<file path="config.mk">
export PLATFORM = sky130hd
export DESIGN_NAME = obbf_ctrl
export DESIGN_NICKNAME = d
export VERILOG_FILES = /design/src/rtl/obbf_pkg.sv /design/src/rtl/obbf_ctrl.sv
export SDC_FILE = /design/constraint.sdc
export NUM_CORES = 1
export LEC_CHECK = 0
export BUFFER_PORTS_ARGS = -buffer_cell sky130_fd_sc_hd__buf_2
export CAP_MARGIN = 25
export CORE_MARGIN = 1.5
export CORE_UTILIZATION = 58
export CTS_CLUSTER_SIZE = 20
export DETAILED_ROUTE_END_ITERATION = 7
export PLACE_DENSITY = 0.82
export SYNTH_ARGS = -nofsm -noshare
export SYNTH_HDL_FRONTEND = slang
export SYNTH_SLANG_ARGS = --single-unit
</file>
<file path="constraint.sdc">
create_clock -name clk -period 5.2 [get_ports clk]
set_input_delay 1.04 -clock clk [delete_from_list [all_inputs] [get_ports clk]]
set_output_delay 1.04 -clock clk [all_outputs]
set_load 0.1 [all_outputs]
</file>
<file path="src/rtl/obbf_pkg.sv">
`default_nettype none

package obbf_pkg;

	localparam int SLOT_W        = 4;
	localparam int SLOT_COUNT    = 14;
	localparam int SLOTS_PER_BOX = 7;

	localparam logic [SLOT_W-1:0] SLOT_A_CENTER = 4'd0;
	localparam logic [SLOT_W-1:0] SLOT_A_AXIS   = 4'd1;
	localparam logic [SLOT_W-1:0] SLOT_A_HALF   = 4'd4;
	localparam logic [SLOT_W-1:0] SLOT_B_CENTER = 4'd7;
	localparam logic [SLOT_W-1:0] SLOT_B_AXIS   = 4'd8;
	localparam logic [SLOT_W-1:0] SLOT_B_HALF   = 4'd11;
	localparam logic [SLOT_W-1:0] LAST_SLOT     = 4'd13;

	typedef enum logic [2:0] {
		OP_NONE,
		OP_LOAD_CA,
		OP_LOAD_DIFF,
		OP_LOAD_AXIS,
		OP_DOT_FIRST,
		OP_DOT_NEXT,
		OP_DOT_DIFF
	} op_t;

	typedef struct packed {
		logic [SLOT_W-1:0] addr;
		op_t               op;
	} cmd_t;

	typedef struct packed {
		logic act_a;
		logic act_b;
		logic sep;
	} status_t;

endpackage

`default_nettype wire

</file>
<file path="src/rtl/obbf_ctrl.sv">
`default_nettype none

module obbf_ctrl (
	input  wire logic                        clk,
	input  wire logic                        arst_n,
	input  wire logic                        in_valid,
	output logic                             in_ready,
	input  wire logic [obbf_pkg::SLOT_W-1:0] slot,
	output logic                             out_valid,
	input  wire logic                        out_ready,
	output logic                             hit,
	output obbf_pkg::cmd_t                   cmd,
	input  wire obbf_pkg::status_t           status
);

	typedef enum logic [2:0] {
		ST_IDLE,
		ST_CENTER_A,
		ST_CENTER_B,
		ST_AXIS,
		ST_DOT,
		ST_DIFF,
		ST_DRAIN,
		ST_FINISH
	} state_t;

	localparam logic [1:0] IDX_LAST   = 2'd2;
	localparam logic [1:0] DRAIN_LAST = 2'd3;

	state_t         state_q;
	obbf_pkg::cmd_t cmd_q;
	logic           out_valid_q, hit_q;
	logic           ax_box_q, h_box_q;
	logic [1:0]     ax_idx_q, h_idx_q, drain_q;

	logic [obbf_pkg::SLOT_W-1:0] axis_addr, half_addr;

	always_comb begin
		axis_addr = (ax_box_q ? obbf_pkg::SLOT_B_AXIS : obbf_pkg::SLOT_A_AXIS)
			+ obbf_pkg::SLOT_W'(ax_idx_q);
		half_addr = (h_box_q ? obbf_pkg::SLOT_B_HALF : obbf_pkg::SLOT_A_HALF)
			+ obbf_pkg::SLOT_W'(h_idx_q);
	end

	always_ff @(posedge clk or negedge arst_n) begin
		if (!arst_n) begin
			state_q     <= ST_IDLE;
			cmd_q       <= '{addr: '0, op: obbf_pkg::OP_NONE};
			out_valid_q <= 1'b0;
			hit_q       <= 1'b0;
			ax_box_q    <= 1'b0;
			ax_idx_q    <= '0;
			h_box_q     <= 1'b0;
			h_idx_q     <= '0;
			drain_q     <= '0;
		end else begin
			cmd_q <= '{addr: '0, op: obbf_pkg::OP_NONE};
			if (out_valid_q && out_ready) begin
				out_valid_q <= 1'b0;
			end
			case (state_q)
				ST_IDLE: begin
					if (in_valid && (slot == obbf_pkg::LAST_SLOT)) begin
						state_q <= ST_CENTER_A;
					end
				end
				ST_CENTER_A: begin
					cmd_q   <= '{addr: obbf_pkg::SLOT_A_CENTER, op: obbf_pkg::OP_LOAD_CA};
					state_q <= ST_CENTER_B;
				end
				ST_CENTER_B: begin
					cmd_q    <= '{addr: obbf_pkg::SLOT_B_CENTER, op: obbf_pkg::OP_LOAD_DIFF};
					ax_box_q <= 1'b0;
					ax_idx_q <= '0;
					state_q  <= ST_AXIS;
				end
				ST_AXIS: begin
					cmd_q   <= '{addr: axis_addr, op: obbf_pkg::OP_LOAD_AXIS};
					h_box_q <= 1'b0;
					h_idx_q <= '0;
					state_q <= ST_DOT;
				end
				ST_DOT: begin
					if (!h_box_q && (h_idx_q == '0)) begin
						cmd_q <= '{addr: half_addr, op: obbf_pkg::OP_DOT_FIRST};
					end else begin
						cmd_q <= '{addr: half_addr, op: obbf_pkg::OP_DOT_NEXT};
					end
					if (h_idx_q == IDX_LAST) begin
						h_idx_q <= '0;
						if (h_box_q) begin
							state_q <= ST_DIFF;
						end else begin
							h_box_q <= 1'b1;
						end
					end else begin
						h_idx_q <= h_idx_q + 2'd1;
					end
				end
				ST_DIFF: begin
					cmd_q <= '{addr: '0, op: obbf_pkg::OP_DOT_DIFF};
					if (ax_idx_q == IDX_LAST) begin
						ax_idx_q <= '0;
						if (ax_box_q) begin
							drain_q <= '0;
							state_q <= ST_DRAIN;
						end else begin
							ax_box_q <= 1'b1;
							state_q  <= ST_AXIS;
						end
					end else begin
						ax_idx_q <= ax_idx_q + 2'd1;
						state_q  <= ST_AXIS;
					end
				end
				ST_DRAIN: begin
					if (drain_q == DRAIN_LAST) begin
						state_q <= ST_FINISH;
					end else begin
						drain_q <= drain_q + 2'd1;
					end
				end
				ST_FINISH: begin
					if (!out_valid_q || out_ready) begin
						hit_q       <= status.act_a && status.act_b && !status.sep;
						out_valid_q <= 1'b1;
						state_q     <= ST_IDLE;
					end
				end
				default: begin
					state_q <= ST_IDLE;
				end
			endcase
		end
	end

	assign in_ready  = (state_q == ST_IDLE);
	assign out_valid = out_valid_q;
	assign hit       = hit_q;
	assign cmd       = cmd_q;

endmodule

`default_nettype wire

</file>
== After elaboration in Yosys (flattened, before gate mapping) ==
Index checks and enable logic that the tools add are counted.

* Multiplexer cells: 27
* Divide/modulo/power cells: 0
* $add $sub $neg: 5
* Shifts and indexed selects: 0
* Bitwise gates (word level): 0
* Multiply operators: 0
* Reduce and logical (&&, ||, !) cells: 19
* Order comparisons: 0
* Eq/ne operators: 19

{| class="wikitable"
|+ Operator list
! kind !! count
|-
| 7-bit case mux with 5 select lines || 1
|-
| 3-bit case mux with 8 select lines || 1
|-
| 3-bit 2-to-1 mux || 7
|-
| 2-bit != test, second input constant || 7
|-
| 3-bit == test, second input constant || 4
|-
| 2-bit case mux with 2 select lines || 3
|-
| 2-bit 2-to-1 mux || 5
|-
| 4-bit by 2-bit adder with 4-bit output || 2
|-
| 4-bit 2-to-1 mux || 2
|-
| 2-bit by 1-bit adder with 2-bit output, second input constant || 3
|-
| 2-bit == test, second input constant || 3
|-
| 3-bit by 2-bit == test with 1-bit output, second input constant || 2
|-
| 1-bit 2-to-1 mux || 6
|-
| 2-bit AND reduction || 3
|-
| 2-bit nonzero test || 3
|-
| 1-bit logical AND || 5
|-
| 5-bit AND reduction || 1
|-
| 4-bit == test, second input constant || 1
|-
| 1-bit case mux with 2 select lines || 2
|-
| 4-bit AND reduction || 1
|-
| 3-bit by 1-bit == test with 1-bit output, second input constant || 1
|-
| 1-bit logical NOT || 3
|-
| 3-bit logical NOT || 1
|-
| 2-bit logical NOT || 1
|-
| 2 further kinds || 2
|}

* Bits in read-only memories: 0
* Memory bits (writable): 0
* Memories: 0
* Register bits after elaboration: 20
* Bits of input ports: 11
* Bits in latches: 0
* Output and inout port bits: 10

== Logic depth before layout (Yosys ltp) ==
Gate-level depths: netlist (run 1).

* Depth in word-level cells: 4
* Gate-level depth with buffers: 7
* Mapped depth without buffers: 6

== Worst setup path after synthesis (run 1) ==
No wires, ideal clock.

* Path type: register to output
* From: reg state_q[0]
* To: out in_ready
* Path buffers: 1
* Stages on the path, launching flop included: 6
* Slack: 2.042 ns
* Arrival: 2.118 ns
* Cells stage by stage: dfrtp_1 > inv_1 > ha_1 > buf_2 > inv_1 > nor2_1

* Cells in the longest elaborated chain, start to end: 1

{| class="wikitable"
|+ RTL lines
! item !! line !! source
|-
| start, declared || obbf_ctrl.sv:30 || <nowiki>state_t state_q;</nowiki>
|-
| start signal, assigned || obbf_ctrl.sv:47 || <nowiki>state_q <= ST_IDLE;</nowiki>
|-
| start signal, assigned || obbf_ctrl.sv:64 || <nowiki>state_q <= ST_CENTER_A;</nowiki>
|-
| start signal, assigned || obbf_ctrl.sv:69 || <nowiki>state_q <= ST_CENTER_B;</nowiki>
|-
| 3-bit logical NOT || obbf_ctrl.sv:137 || <nowiki>assign in_ready = (state_q == ST_IDLE);</nowiki>
|-
| end, declared || obbf_ctrl.sv:7 || <nowiki>output logic in_ready,</nowiki>
|}

No other way between the ends.

== Final worst setup path (run 1) ==
Same ends and word-level chain as after synthesis.

==> run_results.csv, run 1 <==
group,metric,value,unit
sta,slew_violations,0,
global_routing,grt_max_degree,21,
status,outcome,"complete, no violations",
setup_path,path_class,"reg2out",
power_and_ir_drop,p_total,294.6,uW
synthesis,yosysMostFrequentCell,"dfrtp_1",
detailed_routing,ant_nets,0,
cells_and_area,fin_nets,156,
power_and_ir_drop,p_leak,0.0006945,uW
job,maxCapViolCount,0,
detailed_routing,wl_per_cell,12.83,um
setup_path,max_stage_delay,440,ps
floorplan,num_rows,16,
setup_path,cp_slowest_cell,"buf_2",
setup_path,cp.required,4160,ps
sta,skew,3.114,ps
synthesis,synth_warnings,0,
sta,worst_pin_slew,520.5,ps
setup_path,worstPathArrival,1860,ps
sta,period_share,55.69,%
cts,htreeDepth,1,
setup_path,end_kind,"output pin",
sta,setup_tns,0,ps
global_routing,grt_pass1_wl,3318,um
detailed_routing,met3RoutedLength,110,um
setup_path,critPathBufInv,3,
detailed_routing,firstDrtPassIters,5,
sta,hold_violations,0,
cts,path_clk_slew,120,ps
synthesis,synth_edf_count,0,
cells_and_area,final_cells,160,
sta,rsz0062_at_grt,"false",
sta,min_period,2896,ps
setup_path,start_kind,"flip-flop",
global_routing,grt_pass1_vias,773,
synthesis,synthesis.nets,138,
floorplan,die_area,2307,um2
placed_design,dp_hpwl,1456,um
power_and_ir_drop,power_density,224.0,nW/um2
detailed_routing,wl_met1,923,um
synthesis,ys_async_sr_fraction,100.0,%
placed_design,placed_area,1262,um2
sta,relSlewSlack,65.30,%
placed_design,place_inst,156,
power_and_ir_drop,power.ir.vdd_worst,0.0001910,V
cts,cts-resized-gates,0,
synthesis,synth_top_area_cell,"dfrtp_1",
synthesis,avgSynthCellArea,10.14,um2
cts,holdBufCountCts,0,
synthesis,synth-main-ff-cell,"dfrtp_1",
detailed_routing,vias,906,
global_routing,grt-ovfl-total,0,
floorplan,coreArea,1942,um2
detailed_routing,routed_via_density,5.663,
floorplan,io_pins,21,
floorplan,start_util,60.57,%
synthesis,synth_top_area_share,42.55,%
detailed_routing,drt_wl_total,2052,um
cts,ctsRootBufferMaster,"clkbuf_4",
floorplan,die_w,48.03,um
synthesis,syn_inst,116,
cts,cts.sinks,20,
cells_and_area,design_area,1315,um2
setup_path,path_cells,"inv_1 > ha_1 > inv_1 > nor2_1 > buf_2",
setup_path,crit_path_frequent_cell,"inv_1",
floorplan,die_h,48.03,um
synthesis,synthTopCellsByCount,"dfrtp_1, ha_1, a21oi_1, o21ai_0",
placed_design,gp_congestion,0.7952,
detailed_routing,highest_layer,"met4",
global_routing,grt_usage,20.46,%
synthesis,ys_types,38,
synthesis,synthesis.area,1176,um2
cts,clock_latency,300,ps
cts,post_cts_buffers,0,
global_routing,antenna_found_initial,0,
cells_and_area,drive_above_1_share,24.81,%
setup_path,crit_fanout,8,
cts,cts_buffers,3,
cells_and_area,area_growth_syn_to_layout,11.81,%
synthesis,synth_area_leaders,"dfrtp_1, ha_1, a21oi_1",
cells_and_area,antenna_cells,0,
cts,clockBufferDepth,2,
cts,tritoncts,"yes",
detailed_routing,routed-wl-met2,996,um
synthesis,yosysSeqAreaShare,42.55,%
synthesis,synth-seq-cells,20,
detailed_routing,drc,0,
worst_hold_path,holdCritPathClass,"reg2reg",
sta,fmax,345.3,MHz
cells_and_area,final_util,67.72,%
placed_design,portBuffers,20,
sta,finalSetupViolCount,0,
detailed_routing,drt_iter0_markers,29,
setup_path,crit_family,"buffers and inverters",
layout by cell type (no fill, tap or decap), types with 3 or more instances in the layout:
cell and n:
a21oi_1 9, buf_2 20, clkbuf_4 3, dfrtp_1 20, ha_1 10, inv_1 8
nand2_1 8, nand3_1 6, nor2_1 5, o21ai_0 9, o31ai_1 3
path summary, 6_finish.rpt:
| kind | to | from | slack [ps] | cells after the start |
|---|---|---|---|---|
| worst max-delay path | in_ready | state_q[0] | 2300 | 5 |
| worst min-delay path | hit | hit | 520 | 2 |
| worst max register to register | drain_q[0] | state_q[0] | 3280 | 6 |
| worst min register to register | hit | hit | 520 | 2 |
| max in group asynchronous | ax_idx_q[0] | arst_n | 4240 | 1 |
| min in group asynchronous | cmd[2] | arst_n | 660 | 1 |
worst min-delay path, cell delays in order (launching register included):
cell	delay [ps]
dfrtp_1	360
o21ai_0	80
o41ai_1	60
logic make-up (layout without fill, tap and decap cells):
family | count (synthesis) | in the layout | share of synthesized area (%)
adders and majority gates | 11 | 11 | 12.34
and+or+nand+nor | 31 | 31 | 13.83
DFF | 20 | 20 | 42.55
AOI/OAI and AO/OA | 33 | 33 | 19.89
muxes | 4 | 4 | 3.723
xor gates and xnor gates | 1 | 1 | 0.7448
buffers and inverters | 16 | 33 | 6.915
registers in the layout, indices dropped and copies added, names as in the netlist:
name,count
hit,1
cmd,7
state_q,3
h_idx_q,2
ax_box_q,1
drain_q,2
ax_idx_q,2
out_valid,1
h_box_q,1
power breakdown:
group	total (uW)	switching, uW	internal (uW)
registers	156	0.111	156
clock network	129	51.0	77.9
logic	9.79	6.53	3.26
total	295	57.7	237
metrics by stage:
step | hold WS (ps) | worst slack [ps]
after detailed placement | 489.7 | 2658
final | 520.2 | 2304
after global placement | 479.1 | 2688
after global routing | 562.6 | 2180
after CTS | 516.4 | 2308
after floorplan | 498.6 | 2042
routing by layer:
layer  track usage (%)  up-vias
li1                  -      444
met1             27.91      421
met2             33.87       37
met3             3.396        4
met4             4.865        0
met5                 0        -
final cells by class:
type                    instances  area, um2
clock buffers                   3      22.52
repair buffers                 20      100.1
flip-flops and latches         20      500.5
multi-input cells              80      594.3
well taps                      27      33.78
fillers                       150      626.9
inverters                       9      33.78
clock inverters                 1      30.03
No activity file was read; power rests on OpenSTA's default activity.
==> inputs of run 2 (changes only) <==
ABC_AREA = 1   (was default)
CORE_UTILIZATION = 54   (was 58)
PLACE_DENSITY = 0.78   (was 0.82)
clock period = 3 ns   (was 5.2 ns; I/O delays follow)
==> run 2 against run 1 <==
Effect of this change: cell area rose by 0.38%; clock skew is 1.9 ps lower; clock power increased by 18%; worst setup slack got worse by 1600 ps; die area is 4.7% higher.
==> run_results.csv, run 2 <==
group,metric,value,unit
detailed_routing,vias,1019,
cts,cts.sinks,20,
synthesis,synth-main-ff-cell,"dfrtp_1",
setup_path,worstPathArrival,1650,ps
sta,fmax,445.0,MHz
cts,clock_latency,290,ps
cts,path_clk_slew,110,ps
synthesis,synthesis.nets,167,
sta,period_share,74.91,%
power_and_ir_drop,p_leak,0.0007907,uW
synthesis,yosysSeqAreaShare,43.53,%
detailed_routing,drt_wl_total,2262,um
placed_design,gp_congestion,0.8487,
placed_design,place_inst,192,
synthesis,avgSynthCellArea,7.930,um2
power_and_ir_drop,power.ir.vdd_worst,0.0002477,V
synthesis,yosysMostFrequentCell,"nand2_1",
sta,worst_pin_slew,487.3,ps
cts,cts_buffers,3,
setup_path,r2r_start,"h_box_q",
cells_and_area,area_growth_syn_to_layout,14.80,%
sta,setup_tns,0,ps
synthesis,ys_types,21,
cts,htreeDepth,1,
detailed_routing,routed_via_density,5.199,
cells_and_area,final_cell_mix,"nand2_1, inv_1, dfrtp_1, buf_2, nand3_1",
power_and_ir_drop,power_density,329.3,nW/um2
setup_path,crit_fanout,4,
cells_and_area,final_common_cell,"nand2_1",
setup_path,crit_start,"state_q[0]",
synthesis,synthTopCellsByCount,"nand2_1, inv_1, dfrtp_1",
status,outcome,"complete, no violations",
setup_path,cp.required,2400,ps
cells_and_area,largest_reg_flops,7,
synthesis,synth-seq-cells,20,
floorplan,num_rows,16,
cts,ctsRootBufferMaster,"clkbuf_4",
sta,finalSetupViolCount,0,
placed_design,dp_slack,1100,ps
cts,clockBufferDepth,2,
floorplan,die_h,49.15,um
detailed_routing,firstDrtPassIters,4,
detailed_routing,drc,0,
worst_hold_path,holdCritPathClass,"in2async",
job,maxCapViolCount,0,
sta,slew_violations,0,
setup_path,path_class,"reg2out",
sta,hold_violations,0,
floorplan,die_w,49.15,um
synthesis,syn_inst,145,
placed_design,placed_area,1284,um2
cells_and_area,fin_nets,192,
synthesis,synth_area_leaders,"dfrtp_1, nand2_1, ha_1",
global_routing,grt_max_degree,21,
detailed_routing,ant_nets,0,
detailed_routing,drt_iter0_markers,26,
global_routing,grt_pass1_wl,3939,um
power_and_ir_drop,p_total,434.7,uW
cts,holdBufCountCts,0,
sta,rsz0062_at_grt,"false",
global_routing,grt_usage,21.34,%
synthesis,ys_async_sr_fraction,100.0,%
synthesis,synth_top_area_cell,"dfrtp_1",
floorplan,io_pins,21,
placed_design,portBuffers,20,
sta,setup_ws,752.7,ps
cells_and_area,antenna_cells,0,
cells_and_area,design_area,1320,um2
global_routing,antenna_found_initial,0,
cts,post_cts_buffers,0,
sta,skew,1.231,ps
sta,relSlewSlack,67.74,%
synthesis,synth_top_area_share,43.53,%
floorplan,coreArea,1982,um2
sta,min_period,2247,ps
floorplan,start_util,58.02,%
setup_path,start_kind,"flip-flop",
setup_path,end_kind,"output pin",
global_routing,grt_pass1_vias,966,
cells_and_area,final_cells,196,
global_routing,grt-ovfl-total,0,
cells_and_area,drive_above_1_share,18.34,%
floorplan,die_area,2415,um2
synthesis,synthesis.area,1150,um2
synthesis,synth_edf_count,0,
cts,tritoncts,"yes",
placed_design,dp_hpwl,1821,um
cts,cts-resized-gates,0,
detailed_routing,wl_per_cell,11.54,um
synthesis,synth_warnings,0,
## run 2: cell types whose count changed after synthesis, sizes merged, moves of 5 or more
cell	before	now
nand2	9	42
inv	9	22
a21oi	9	4
nor2	5	14
nand3	6	14
buf	5	0
## run 2: path summary, 6_finish.rpt
path	to	slack [ps]	depth (start not counted)
min in group clk	hit	470	2
min reg2reg	hit	500	2
min	cmd[5]	230	1
max	in_ready	750	5
max reg2reg	cmd[5]	1370	5
max in group asynchronous	ax_idx_q[0]	2460	1
## run 2: metal layers
layer	up-vias	GRT usage, %	share of wire [%]
li1	505	-	-
met1	476	23.39	42
met2	32	39.19	50
met3	6	6.748	5.2
met4	0	5.714	2.3
met5	-	0	0
## run 2: through the flow
stage	hold WS [ps]	util [%]
final	230.1	66.60
after global routing	256.5	66.60
after CTS	235.4	66.60
after detailed placement	475.1	64.77
after global placement	466.1	64.77
after floorplan	304.4	-
## run 2: power by group
part	total, uW	internal [uW]	switching [uW]	leakage [uW]
sequential	269	269	0.0000000000000455	0.000254
clock	152	74.0	78.0	0.0000210
combinational	13.4	5.23	8.14	0.000516
total	435	349	86.1	0.000791
## run 2: layout make-up
type,count,area (um2)
clock buffer,4,36.28
fill,159,661.9
inverter,23,87.58
multi-input combinational,102,561.8
sequential,20,500.5
tap,27,33.78
timing repair buffer,20,100.1
## run 2: logic make-up (layout without fill, tap and decap cells)
| kind of cell | Yosys count | count (layout) | share of synthesized area, % |
|---|---|---|---|
| AND/OR/NAND/NOR | 72 | 72 | 26.55 |
| AO/OA/AOI/OAI | 19 | 19 | 9.686 |
| adder cells (fa/ha/maj) | 11 | 11 | 12.62 |
| flip-flops | 20 | 20 | 43.53 |
| buffers and inverters | 23 | 47 | 7.617 |
## run 2: critical path, cell delays in order, from the launching register on
cell	delay [ps]
dfrtp_1	430
inv_1	100
ha_1	220
nand2_1	90
inv_1	80
buf_2	430
